$ cat src/rtl/core/wtc_pkg.sv
// Package: widths, codes and shared types of the whitespace token classifier.
`timescale 1ns / 1ps

package wtc_pkg;

  // Field widths
  localparam int LINE_BITS      = 16;
  localparam int COLUMN_BITS    = 12;
  localparam int LENGTH_BITS    = 8;
  localparam int BYTE_BITS      = 8;
  localparam int CLASS_BITS     = 3;
  localparam int START_LINE_BITS   = 16;
  localparam int START_COLUMN_BITS = 12;
  localparam int CFG_DATA_BITS  = 16;
  localparam int CFG_INDEX_BITS = 1;

  // Configuration register indexes
  localparam logic [CFG_INDEX_BITS-1:0] CFG_START_LINE   = 1'b0;
  localparam logic [CFG_INDEX_BITS-1:0] CFG_START_COLUMN = 1'b1;

  // Token classes as given on the result channel
  typedef enum logic [CLASS_BITS-1:0] {
    CLS_CHAR  = 3'd0,
    CLS_HEX   = 3'd1,
    CLS_WORD  = 3'd2,
    CLS_FLOAT = 3'd3,
    CLS_INT   = 3'd4,
    CLS_NONE  = 3'd5
  } token_class_t;

  // Class tracker states while a token is open
  typedef enum logic [2:0] {
    TR_FIRST = 3'd0,
    TR_ZERO  = 3'd1,
    TR_MINUS = 3'd2,
    TR_NUM   = 3'd3,
    TR_HEX   = 3'd4,
    TR_WORD  = 3'd5
  } tracker_t;

  // One configuration write
  typedef struct packed {
    logic                      we;
    logic [CFG_INDEX_BITS-1:0] index;
    logic [CFG_DATA_BITS-1:0]  data;
  } cfg_write_t;

  // One result transaction
  typedef struct packed {
    token_class_t           token_class;
    logic [LINE_BITS-1:0]   token_line;
    logic [COLUMN_BITS-1:0] token_column;
    logic [LENGTH_BITS-1:0] token_length;
    logic                   end_of_input;
  } token_result_t;

endpackage

$ cat src/rtl/core/wtc_channels.sv
// Interfaces: text byte channel and token result channel.
`timescale 1ns / 1ps

interface wtc_byte_if;
  logic                          valid;
  logic                          ready;
  logic [wtc_pkg::BYTE_BITS-1:0] text_byte;

  modport source (output valid, output text_byte, input ready);
  modport sink (input valid, input text_byte, output ready);
endinterface

interface wtc_token_if;
  logic                            valid;
  logic                            ready;
  logic [wtc_pkg::CLASS_BITS-1:0]  token_class;
  logic [wtc_pkg::LINE_BITS-1:0]   token_line;
  logic [wtc_pkg::COLUMN_BITS-1:0] token_column;
  logic [wtc_pkg::LENGTH_BITS-1:0] token_length;
  logic                            end_of_input;

  modport source (output valid, output token_class, output token_line,
                  output token_column, output token_length, output end_of_input,
                  input ready);
  modport sink (input valid, input token_class, input token_line,
                input token_column, input token_length, input end_of_input,
                output ready);
endinterface

$ cat src/rtl/core/whitespace_token_classifier_top.sv
// Whitespace token classifier: one text byte per cycle in, at most one
// token transaction out per byte. A byte is held in an input register, is
// processed by the tokenizer state once the output register can take its
// result, and a closing token lands in that output register. With the result
// side ready the block takes one byte every cycle; a stalled result holds the
// input register, which then fills and drops ready. Whitespace (space, tab,
// newline, vertical tab, form feed,
// carriage return) closes a token; a zero byte ends input, always gives a
// result and reloads the line and column from start_line and start_column.
`timescale 1ns / 1ps

module whitespace_token_classifier_top (
  input  logic                                 clk,
  input  logic                                 rst,
  wtc_byte_if.sink                             text,
  wtc_token_if.source                          token,
  input  logic                                 cfg_we,
  input  logic [wtc_pkg::CFG_INDEX_BITS-1:0]   cfg_index,
  input  logic [wtc_pkg::CFG_DATA_BITS-1:0]    cfg_wdata
);

  logic                           in_valid;
  logic [wtc_pkg::BYTE_BITS-1:0]  in_byte;
  logic                           out_valid;
  wtc_pkg::token_result_t         out_data;
  logic                           advance;
  logic                           emit;
  wtc_pkg::token_result_t         result;
  wtc_pkg::cfg_write_t            cfg;

  assign cfg.we    = cfg_we;
  assign cfg.index = cfg_index;
  assign cfg.data  = cfg_wdata;

  // Move the held byte on when the output register can take its result
  assign advance    = in_valid && (!out_valid || token.ready);
  assign text.ready = !in_valid || advance;

  // Hold the input byte
  always_ff @(posedge clk) begin
    if (rst) begin
      in_valid <= 1'b0;
    end else if (text.ready) begin
      in_valid <= text.valid;
    end
  end

  always_ff @(posedge clk) begin
    if (text.valid && text.ready) begin
      in_byte <= text.text_byte;
    end
  end

  wtc_core u_core (
    .clk       (clk),
    .rst       (rst),
    .fire      (advance),
    .text_byte (in_byte),
    .cfg       (cfg),
    .emit      (emit),
    .result    (result)
  );

  // Hold the result until the transaction completes
  always_ff @(posedge clk) begin
    if (rst) begin
      out_valid <= 1'b0;
    end else if (emit) begin
      out_valid <= 1'b1;
    end else if (token.ready) begin
      out_valid <= 1'b0;
    end
  end

  always_ff @(posedge clk) begin
    if (emit) begin
      out_data <= result;
    end
  end

  assign token.valid        = out_valid;
  assign token.token_class  = out_data.token_class;
  assign token.token_line   = out_data.token_line;
  assign token.token_column = out_data.token_column;
  assign token.token_length = out_data.token_length;
  assign token.end_of_input = out_data.end_of_input;

endmodule

$ cat src/rtl/core/wtc_core.sv
// Tokenizer state: position counters, open token tracking and classification.
`timescale 1ns / 1ps

module wtc_core (
  input  logic                                clk,
  input  logic                                rst,
  input  logic                                fire,
  input  logic [wtc_pkg::BYTE_BITS-1:0]       text_byte,
  input  wtc_pkg::cfg_write_t                 cfg,
  output logic                                emit,
  output wtc_pkg::token_result_t              result
);

  localparam logic [wtc_pkg::LINE_BITS-1:0]   LineMax = '1;
  localparam logic [wtc_pkg::COLUMN_BITS-1:0] ColMax  = '1;
  localparam logic [wtc_pkg::LENGTH_BITS-1:0] LenMax  = '1;
  localparam logic [wtc_pkg::LENGTH_BITS-1:0] LenTwo  = wtc_pkg::LENGTH_BITS'(2);
  localparam logic [wtc_pkg::LENGTH_BITS-1:0] LenThree = wtc_pkg::LENGTH_BITS'(3);

  function automatic logic is_ws(input logic [7:0] b);
    return (b == 8'h20) || (b >= 8'd9 && b <= 8'd13);
  endfunction

  function automatic logic is_dig(input logic [7:0] b);
    return (b >= "0") && (b <= "9");
  endfunction

  function automatic logic is_hexdig(input logic [7:0] b);
    return is_dig(b) || (b >= "a" && b <= "f") || (b >= "A" && b <= "F");
  endfunction

  // Registers
  logic [wtc_pkg::START_LINE_BITS-1:0]   start_line;
  logic [wtc_pkg::START_COLUMN_BITS-1:0] start_column;
  logic [wtc_pkg::LINE_BITS-1:0]         line_count, line_count_next;
  logic [wtc_pkg::COLUMN_BITS-1:0]       column_count, column_count_next;
  logic [wtc_pkg::LINE_BITS-1:0]         tok_line, tok_line_next;
  logic [wtc_pkg::COLUMN_BITS-1:0]       tok_column, tok_column_next;
  logic [wtc_pkg::LENGTH_BITS-1:0]       length, length_next;
  wtc_pkg::tracker_t                     tracker, tracker_next;
  logic [1:0]                            dots, dots_next;
  logic [1:0]                            quotes, quotes_next;
  logic                                  fresh, fresh_next;

  logic                                  is_end;
  logic                                  is_space;
  logic                                  open;
  wtc_pkg::token_class_t                 final_class;

  assign is_end   = (text_byte == 8'h00);
  assign is_space = is_ws(text_byte);
  assign open     = (length != '0);

  // Classify the open token from its tracked state
  always_comb begin
    if (quotes == 2'b11) begin
      final_class = wtc_pkg::CLS_CHAR;
    end else begin
      unique case (tracker)
        wtc_pkg::TR_ZERO: final_class = wtc_pkg::CLS_INT;
        wtc_pkg::TR_HEX:  final_class = wtc_pkg::CLS_HEX;
        wtc_pkg::TR_NUM: begin
          if (dots == 2'd0)      final_class = wtc_pkg::CLS_INT;
          else if (dots == 2'd1) final_class = wtc_pkg::CLS_FLOAT;
          else                   final_class = wtc_pkg::CLS_WORD;
        end
        default: final_class = wtc_pkg::CLS_WORD;
      endcase
    end
  end

  // Build the result and the emit flag
  always_comb begin
    emit = fire && (is_end || (is_space && open));
    if (is_end && !open) begin
      result.token_class  = wtc_pkg::CLS_NONE;
      result.token_line   = line_count;
      result.token_column = column_count;
      result.token_length = '0;
    end else begin
      result.token_class  = final_class;
      result.token_line   = tok_line;
      result.token_column = tok_column;
      result.token_length = length;
    end
    result.end_of_input = is_end;
  end

  // Next state for one accepted byte or a configuration write
  always_comb begin
    line_count_next   = line_count;
    column_count_next = column_count;
    tok_line_next     = tok_line;
    tok_column_next   = tok_column;
    length_next       = length;
    tracker_next      = tracker;
    dots_next         = dots;
    quotes_next       = quotes;
    fresh_next        = fresh;

    if (fire) begin
      if (is_end) begin
        // close everything and restart position
        length_next       = '0;
        tracker_next      = wtc_pkg::TR_FIRST;
        dots_next         = 2'd0;
        quotes_next       = 2'd0;
        line_count_next   = wtc_pkg::LINE_BITS'(start_line);
        column_count_next = wtc_pkg::COLUMN_BITS'(start_column);
        fresh_next        = 1'b1;
      end else begin
        fresh_next = 1'b0;
        if (is_space) begin
          length_next  = '0;
          tracker_next = wtc_pkg::TR_FIRST;
          dots_next    = 2'd0;
          quotes_next  = 2'd0;
        end else begin
          if (!open) begin
            tok_line_next   = line_count;
            tok_column_next = column_count;
          end
          // advance the class tracker
          unique case (tracker)
            wtc_pkg::TR_FIRST: begin
              if (text_byte == "0")      tracker_next = wtc_pkg::TR_ZERO;
              else if (text_byte == "-") tracker_next = wtc_pkg::TR_MINUS;
              else if (is_dig(text_byte)) tracker_next = wtc_pkg::TR_NUM;
              else                       tracker_next = wtc_pkg::TR_WORD;
            end
            wtc_pkg::TR_ZERO: begin
              if (text_byte == "x" || text_byte == "X" ||
                  text_byte == "b" || text_byte == "B") begin
                tracker_next = wtc_pkg::TR_HEX;
              end else if (is_dig(text_byte)) begin
                tracker_next = wtc_pkg::TR_NUM;
              end else if (text_byte == ".") begin
                tracker_next = wtc_pkg::TR_NUM;
                dots_next    = 2'd1;
              end else begin
                tracker_next = wtc_pkg::TR_WORD;
              end
            end
            wtc_pkg::TR_MINUS: begin
              tracker_next = is_dig(text_byte) ? wtc_pkg::TR_NUM : wtc_pkg::TR_WORD;
            end
            wtc_pkg::TR_NUM: begin
              if (text_byte == ".") begin
                if (dots != 2'd2) dots_next = dots + 2'd1;
              end else if (!is_dig(text_byte)) begin
                tracker_next = wtc_pkg::TR_WORD;
              end
            end
            wtc_pkg::TR_HEX: begin
              if (!is_hexdig(text_byte)) tracker_next = wtc_pkg::TR_WORD;
            end
            default: tracker_next = wtc_pkg::TR_WORD;
          endcase
          // track the quote pattern of a char literal
          if (length == '0 && text_byte == "'")        quotes_next = quotes | 2'b01;
          else if (length == LenTwo && text_byte == "'") quotes_next = quotes | 2'b10;
          else if (length >= LenThree)                  quotes_next = 2'b00;
          if (length != LenMax) length_next = length + 1'b1;
        end
        // advance position
        if (text_byte == 8'h0A) begin
          column_count_next = '0;
          if (line_count != LineMax) line_count_next = line_count + 1'b1;
        end else if (column_count != ColMax) begin
          column_count_next = column_count + 1'b1;
        end
      end
    end else if (cfg.we && fresh) begin
      // before any byte since reset or end of input, a new start value takes effect at once
      if (cfg.index == wtc_pkg::CFG_START_LINE) begin
        line_count_next = wtc_pkg::LINE_BITS'(cfg.data[wtc_pkg::START_LINE_BITS-1:0]);
      end else begin
        column_count_next =
          wtc_pkg::COLUMN_BITS'(cfg.data[wtc_pkg::START_COLUMN_BITS-1:0]);
      end
    end
  end

  // Hold configuration registers
  always_ff @(posedge clk) begin
    if (rst) begin
      start_line   <= wtc_pkg::START_LINE_BITS'(1);
      start_column <= '0;
    end else if (cfg.we) begin
      if (cfg.index == wtc_pkg::CFG_START_LINE) begin
        start_line <= cfg.data[wtc_pkg::START_LINE_BITS-1:0];
      end else begin
        start_column <= cfg.data[wtc_pkg::START_COLUMN_BITS-1:0];
      end
    end
  end

  // Hold tokenizer state
  always_ff @(posedge clk) begin
    if (rst) begin
      line_count   <= wtc_pkg::LINE_BITS'(1);
      column_count <= '0;
      tok_line     <= '0;
      tok_column   <= '0;
      length       <= '0;
      tracker      <= wtc_pkg::TR_FIRST;
      dots         <= 2'd0;
      quotes       <= 2'd0;
      fresh        <= 1'b1;
    end else begin
      line_count   <= line_count_next;
      column_count <= column_count_next;
      tok_line     <= tok_line_next;
      tok_column   <= tok_column_next;
      length       <= length_next;
      tracker      <= tracker_next;
      dots         <= dots_next;
      quotes       <= quotes_next;
      fresh        <= fresh_next;
    end
  end

endmodule

$ cat src/flat_wrapper.sv
// flat-port wrapper written by rule: the top's interface ports become plain ports
module whitespace_token_classifier_top_flat 
  (clk, rst, cfg_we, cfg_index, cfg_wdata, text_valid, text_text_byte, text_ready, token_valid, token_token_class, token_token_line, token_token_column, token_token_length, token_end_of_input, token_ready);
  wtc_byte_if text_i ();
  wtc_token_if token_i ();
  input  logic clk;
  input  logic rst;
  input  logic cfg_we;
  input  logic [wtc_pkg::CFG_INDEX_BITS-1:0] cfg_index;
  input  logic [wtc_pkg::CFG_DATA_BITS-1:0] cfg_wdata;
  input wire logic [$bits(text_i.valid)-1:0] text_valid;
  input wire logic [$bits(text_i.text_byte)-1:0] text_text_byte;
  output wire logic [$bits(text_i.ready)-1:0] text_ready;
  output wire logic [$bits(token_i.valid)-1:0] token_valid;
  output wire logic [$bits(token_i.token_class)-1:0] token_token_class;
  output wire logic [$bits(token_i.token_line)-1:0] token_token_line;
  output wire logic [$bits(token_i.token_column)-1:0] token_token_column;
  output wire logic [$bits(token_i.token_length)-1:0] token_token_length;
  output wire logic [$bits(token_i.end_of_input)-1:0] token_end_of_input;
  input wire logic [$bits(token_i.ready)-1:0] token_ready;
  assign text_i.valid = text_valid;
  assign text_i.text_byte = text_text_byte;
  assign text_ready = text_i.ready;
  assign token_valid = token_i.valid;
  assign token_token_class = token_i.token_class;
  assign token_token_line = token_i.token_line;
  assign token_token_column = token_i.token_column;
  assign token_token_length = token_i.token_length;
  assign token_end_of_input = token_i.end_of_input;
  assign token_i.ready = token_ready;
  whitespace_token_classifier_top u_core (.clk(clk), .rst(rst), .text(text_i), .token(token_i), .cfg_we(cfg_we), .cfg_index(cfg_index), .cfg_wdata(cfg_wdata));
endmodule
$ cat config.mk
export PLATFORM = sky130hd
export DESIGN_NAME = whitespace_token_classifier_top_flat
export DESIGN_NICKNAME = d
export VERILOG_FILES = /design/src/rtl/core/wtc_pkg.sv /design/src/rtl/core/wtc_channels.sv /design/src/rtl/core/whitespace_token_classifier_top.sv /design/src/rtl/core/wtc_core.sv /design/src/flat_wrapper.sv
export SDC_FILE = /design/constraint.sdc
export NUM_CORES = 1
export LEC_CHECK = 0
export ABC_CLOCK_PERIOD_IN_PS = 7900
export BUFFER_PORTS_ARGS = -buffer_cell sky130_fd_sc_hd__buf_2
export CAP_MARGIN = 20
export CORE_AREA = 2 2 136 105
export DETAILED_ROUTE_END_ITERATION = 10
export DIE_AREA = 0 0 138 107
export PLACE_DENSITY = 0.74
export SYNTH_ARGS = -nofsm -noshare
export SYNTH_HDL_FRONTEND = slang
export SYNTH_SLANG_ARGS = --single-unit
export TNS_END_PERCENT = 50
$ cat constraint.sdc
create_clock -name clk -period 7.9 [get_ports clk]
set_input_delay 1.185 -clock clk [delete_from_list [all_inputs] [get_ports clk]]
set_output_delay 1.185 -clock clk [all_outputs]
set_load 0.05 [all_outputs]
==> results.py, run 1 <==
metrics = {
    "outcome": {
        "status": "finished, final reports clean",
    },
    "sta": {
        "maxSlewViolCount": 0,
        "fin_skew_ps": 10.3,
        "tightest_slew_ps": 1010,
        "grt_setup_unrepaired": "no",
        "relSlewSlack": 0.325,
        "setup_tns_ps": 0,
        "final.period_utilization": 0.484,
        "setup_violations": 0,
        "max_freq_ghz": 0.261,
        "period_needed_ps": 3830,
        "final-hold-violation-count": 0,
        "hold_ws_ps": 451,
    },
    "synthesis": {
        "ys_types": 77,
        "synth_flop_cell": "dfxtp_1",
        "ys_seq_area_frac": 0.481,
        "syn_area_um2": 7250,
        "synth_area_per_cell_um2": 9.59,
        "synth-async-reset-ratio": 0,
        "synth-edff-count": 48,
        "ys_ff_latch": 150,
        "yosysTopAreaCellShare": 0.282,
        "synthTopCellsByArea": "dfxtp_1 (28%), edfxtp_1 (20%), mux2_2 (4.5%), nand2_1 (4.4%), mux2i_1 (4.1%)",
        "synth_warnings": 0,
        "synth_nets": 794,
        "synth_cells": 756,
        "synth.largest_area_cell": "dfxtp_1",
    },
    "power_and_ir_drop": {
        "irDropWorstVdd_mv": 0.151,
        "power_density_nw_per_um2": 225,
        "total_power_mw": 1.86,
        "p_leak_nw": 2.94,
    },
    "min_path": {
        "hold_end": "u_core.u_core.start_column[10]$_SDFFE_PP0P_",
        "hp-start": "u_core.u_core.start_column[10]$_SDFFE_PP0P_",
        "min_path_cells": 2,
        "hold_path.class": "flop to flop",
    },
    "cells_and_area": {
        "antennaDiodeCount": 0,
        "fin_area_um2": 8290,
        "final_util": 0.618,
        "layout-drive-gt1-share": 0.199,
        "fin_nets": 839,
        "syn2layout_area_growth_pct": 14.4,
        "fillers": 1128,
    },
    "routing": {
        "first_iter_violations": 591,
        "drtAntennaViolNets": 0,
        "routed_wl_um": 18400,
        "wire_per_inst_um": 18.6,
        "drt_pass1_iterations": 5,
        "drc": 0,
        "viasPerCell": 6.20,
        "vias": 6136,
    },
    "clock_tree": {
        "cts-resized-gates": 0,
        "root_buffer": "clkbuf_16",
        "htree_levels": 4,
        "clkSinkCount": 150,
        "clk_pin_slew_worst_paths_ps": 60,
        "cts_tree": "built",
        "hold_buffers": 0,
        "clk_latency_ps": 430,
        "cts_setup_buffers": 0,
        "clock_path_buffers": 2,
        "numCtsBuffers": 17,
    },
    "setup_path": {
        "path_class": "flop to flop",
        "critPathMaxStageDelay_ps": 700,
        "crit_fanout": 29,
        "r2r_setup_slack_ps": 4070,
        "crit_path_end_kind": "flop",
        "path_cells": "nor3_1 > nand3_2 > inv_1 > nor2_1 > nor3_2 > buf_4",
        "worstPathArrival_ps": 3900,
        "worstReg2RegStart": "u_core.in_byte[4]$_DFFE_PP_",
        "required_ps": 7970,
        "r2r-end": "u_core.token.token_column[11]$_DFFE_PP_",
        "startpoint_type": "flop",
        "r2r_cells": 6,
        "critical-path-slowest-cell": "inv_1",
    },
    "place": {
        "dpl_cell_area_um2": 7630,
        "gp_congestion": 0.893,
        "io_buffers": 71,
        "dpl.hpwl_um": 12300,
    },
    "die": {
        "dieArea_um2": 14800,
        "fp.dieW_um": 138,
        "num_rows": 37,
        "core_area_um2": 13400,
        "start_util": 0.540,
        "io_pins": 72,
        "die_y_um": 107,
    },
    "global_routing": {
        "grt_pass1_wl_um": 29700,
        "grt_pass1_vias": 5673,
        "antenna_found_initial": 0,
        "grt_overflow": 0,
        "track_usage": 0.254,
        "grt_max_degree": 88,
    },
    "run": {
        "maxCapViolCount": 0,
    },
}
-- Yosys cell counts (all sizes together), types with 17 or more instances --
library cell / number
a21oi: 55
dfxtp: 102
nor2: 60
clkbuf: 33
nand3: 34
nand2: 85
o21ai: 26
mux2: 29
mux2i: 30
buf: 21
edfxtp: 48
inv: 17
-- critical path, delay by kind of cell (launching register included) --
kind,cells,cell delay [ps]
and+or+nand+nor,4,1760
buffers and inverters,2,1170
DFF,1,510
-- sequential cells by signal, summed over array words and instances, names as in the netlist, 12 cells and up --
| name | cells |
|---|---|
| u_core.token.token_column | 12 |
| u_core.token.token_line | 16 |
| u_core.u_core.column_count | 12 |
| u_core.u_core.line_count | 16 |
| u_core.u_core.start_column | 12 |
| u_core.u_core.start_line | 16 |
| u_core.u_core.tok_column | 12 |
| u_core.u_core.tok_line | 16 |
-- report_power, final --
group,internal [mW],switching (mW)
sequential,0.819,0.0320
combinational,0.0548,0.0875
clock,0.558,0.312
total,1.43,0.432
-- per-stage QoR --
step / setup slack, ps / cells
4_1_cts: 3660 / 987
3_3_place_gp: 3950 / 955
3_5_place_dp: 3660 / 955
5_1_grt: 3690 / 989
2_1_floorplan: 2810 / 756
6_report: 4070 / 989
-- cells by family after synthesis --
logic type               Yosys count  share of synthesized area
AND/OR/NAND/NOR                  282                      0.198
AO/OA/AOI/OAI                    177                      0.166
flip-flops                       150                      0.481
buffers and inverters             72                     0.0459
multiplexers                      59                     0.0865
XOR/XNOR                           8                    0.00967
adder cells (fa/ha/maj)            8                     0.0138
-- worst max-delay path by stage --
stage,cells past startpoint,startpoint,endpoint
CTS,6,u_core.in_byte[4]$_DFFE_PP_,u_core.token.token_column[11]$_DFFE_PP_
global route,6,u_core.in_byte[4]$_DFFE_PP_,u_core.token.token_line[1]$_DFFE_PP_
floorplan,5,token_ready,u_core.token.end_of_input$_DFFE_PP_
detailed placement,6,u_core.in_byte[4]$_DFFE_PP_,u_core.token.token_line[1]$_DFFE_PP_
global placement,6,u_core.in_byte[4]$_DFFE_PP_,u_core.token.token_line[2]$_DFFE_PP_
finish,6,u_core.in_byte[4]$_DFFE_PP_,u_core.token.token_column[11]$_DFFE_PP_
-- layout make-up --
class	count	area, um2	share of cell area
Clock buffer	27	568	0.0685
Clock inverter	5	78.8	0.00951
Inverter	17	63.8	0.00770
Multi-Input combinational cell	534	3440	0.415
Sequential cell	150	3480	0.420
Tap cell	175	219	0.0264
Timing Repair Buffer	81	434	0.0524
-- per-layer routing --
layer  share of wire  global-route usage  up-vias
li1                -                   -     2894
met1            0.46               0.355     2961
met2            0.45               0.389      253
met3           0.067              0.0531       28
met4           0.021              0.0969        0
met5               0                   0        -
-- cell usage in the layout (no fill, tap or decap), drive strengths merged, types with 4 or more instances in the layout --
master and n:
a31oi 11, nand2b 5, nor2 60, a221oi 4, edfxtp 48, inv 17, nor3b 4, o21a 6
nand3 34, and3 13, ha 8, o311ai 6, nand2 85, buf 81, nor3 14, and4 5
o21ai 26, o32ai 5, nand4 11, a211oi 14, mux2i 30, nor4 12, or2 5, dfxtp 102
a311oi 6, a21oi 55, or3 8, clkbuf 27, xnor2 7, o31ai 8, and2 10, mux2 29
No activity file was read; power rests on OpenSTA's default activity.
==> run 2: changes to the inputs <==
--- a/config.mk
+++ b/config.mk
@@ -5,7 +5,7 @@
 export SDC_FILE = /design/constraint.sdc
 export NUM_CORES = 1
 export LEC_CHECK = 0
-export ABC_CLOCK_PERIOD_IN_PS = 7900
+export ABC_CLOCK_PERIOD_IN_PS = 3800
 export BUFFER_PORTS_ARGS = -buffer_cell sky130_fd_sc_hd__buf_2
 export CAP_MARGIN = 20
 export CORE_AREA = 2 2 136 105
==> constraint.sdc (replaced) <==
create_clock -name clk -period 3.8 [get_ports clk]
set_input_delay 0.57 -clock clk [delete_from_list [all_inputs] [get_ports clk]]
set_output_delay 0.57 -clock clk [all_outputs]
set_load 0.05 [all_outputs]
==> results.py, run 2 (synthesis gave the netlist of run 1 again) <==
metrics = {
    "sta": {
        "setup_tns_ps": 0,
        "fin_ws_ps": 776,
        "grt_setup_unrepaired": "no",
        "maxSlewViolCount": 0,
        "setup_violations": 0,
        "max_freq_ghz": 0.331,
        "period_needed_ps": 3020,
        "relSlewSlack": 0.324,
        "final-hold-violation-count": 0,
        "fin_skew_ps": 11.1,
        "tightest_slew_ps": 1010,
        "final.period_utilization": 0.796,
    },
    "place": {
        "pre_cts_slack_ps": 774,
        "dpl_cell_area_um2": 7680,
        "gp_congestion": 0.881,
        "dpl.hpwl_um": 12800,
        "io_buffers": 71,
    },
    "die": {
        "fp.dieW_um": 138,
        "io_pins": 72,
        "start_util": 0.540,
        "die_y_um": 107,
        "core_area_um2": 13400,
        "dieArea_um2": 14800,
        "num_rows": 37,
    },
    "setup_path": {
        "r2r_setup_slack_ps": 780,
        "startpoint_type": "flop",
        "crit_cells": 5,
        "critical-path-slowest-cell": "nor3_1",
        "crit_fanout": 17,
        "worstReg2RegStart": "u_core.in_byte[4]$_DFFE_PP_",
        "r2r-end": "u_core.token.token_line[2]$_DFFE_PP_",
        "r2r_cells": 5,
        "critPathMaxStageDelay_ps": 620,
        "worstPathArrival_ps": 3190,
        "critPathBufInv": 1,
        "crit_path_end_kind": "flop",
        "path_delay_family": "simple AND/OR/NAND/NOR gates",
        "required_ps": 3970,
        "path_cells": "nor3_1 > nand3_2 > nor2_2 > buf_4 > mux2_2",
        "path_class": "flop to flop",
    },
    "min_path": {
        "min_path_cells": 1,
        "hp-start": "text_text_byte[3]",
        "hold_path.class": "primary input to flop",
        "hold_end": "u_core.in_byte[3]$_DFFE_PP_",
    },
    "cells_and_area": {
        "fin_area_um2": 8270,
        "final_cell_mix": "dfxtp_1 (102), nand2_1 (85), buf_2 (71)",
        "fin_nets": 843,
        "syn2layout_area_growth_pct": 14.1,
        "fillers": 1113,
        "layout-drive-gt1-share": 0.203,
        "layout_commonest_cell": "dfxtp_1",
        "antennaDiodeCount": 0,
    },
    "clock_tree": {
        "hold_buffers": 0,
        "root_buffer": "clkbuf_16",
        "clkSinkCount": 150,
        "clk_latency_ps": 420,
        "numCtsBuffers": 17,
        "clock_path_buffers": 2,
        "clk_pin_slew_worst_paths_ps": 60,
        "cts_setup_buffers": 0,
        "cts-resized-gates": 0,
        "cts_tree": "built",
        "htree_levels": 4,
    },
    "routing": {
        "routed_wl_um": 19000,
        "vias": 6150,
        "drc": 0,
        "wire_per_inst_um": 19.1,
        "drt_pass1_iterations": 5,
        "first_iter_violations": 621,
        "drtAntennaViolNets": 0,
        "viasPerCell": 6.19,
    },
    "global_routing": {
        "grt_max_degree": 87,
        "grt_overflow": 0,
        "grt_pass1_vias": 5818,
        "antenna_found_initial": 0,
        "track_usage": 0.258,
        "grt_pass1_wl_um": 30300,
    },
    "outcome": {
        "status": "finished, final reports clean",
    },
    "power_and_ir_drop": {
        "power_density_nw_per_um2": 453,
        "p_leak_nw": 2.95,
        "total_power_mw": 3.74,
        "irDropWorstVdd_mv": 0.409,
    },
    "run": {
        "maxCapViolCount": 0,
    },
}
## run 2: cell types whose count changed in the layout (fill, tap and decap cells not counted), sizes merged
cell	change
clkinv	+1
clkinvlp	+1
clkbuf	-1
bufinv	-1
buf	+4
## run 2: area by class of cell
| type | count | area (um2) | share of cell area |
|---|---|---|---|
| inverters | 17 | 63.8 | 0.00772 |
| multi-input cells | 534 | 3450 | 0.417 |
| well taps | 175 | 219 | 0.0265 |
| flip-flops and latches | 150 | 3480 | 0.421 |
| repair buffers | 85 | 460 | 0.0557 |
| clock buffers | 26 | 532 | 0.0643 |
| clock inverters | 6 | 61.3 | 0.00741 |
## run 2: power breakdown
part,leakage [nW],switching [mW],internal [mW]
Clock,0.291,0.642,1.03
Combinational,1.43,0.187,0.115
Sequential,1.23,0.0671,1.70
## run 2: worst max-delay path by stage
stage | startpoint | to | slack, ps
after floorplan | u_core.in_byte[4]$_DFFE_PP_ | u_core.token.end_of_input$_DFFE_PP_ | 130
after global placement | u_core.in_byte[4]$_DFFE_PP_ | u_core.token.token_line[1]$_DFFE_PP_ | 930
after detailed placement | u_core.in_byte[4]$_DFFE_PP_ | u_core.token.token_line[13]$_DFFE_PP_ | 770
after CTS | u_core.in_byte[4]$_DFFE_PP_ | u_core.token.token_line[11]$_DFFE_PP_ | 770
after global routing | u_core.in_byte[4]$_DFFE_PP_ | u_core.token.token_column[8]$_DFFE_PP_ | 520
final | u_core.in_byte[4]$_DFFE_PP_ | u_core.token.token_line[2]$_DFFE_PP_ | 780
## run 2: through the flow
step,util,hold slack [ps],std cells
detailed placement,0.572,448,961
floorplan,-,429,756
finish,0.616,326,993
global placement,0.572,438,961
global route,0.616,308,993
CTS,0.616,311,993
## run 2: routing by layer
metal | GRT usage | routed length, um
met5 | 0 | 0
met4 | 0.102 | 410
met3 | 0.0657 | 1550
met2 | 0.385 | 8410
met1 | 0.361 | 8630
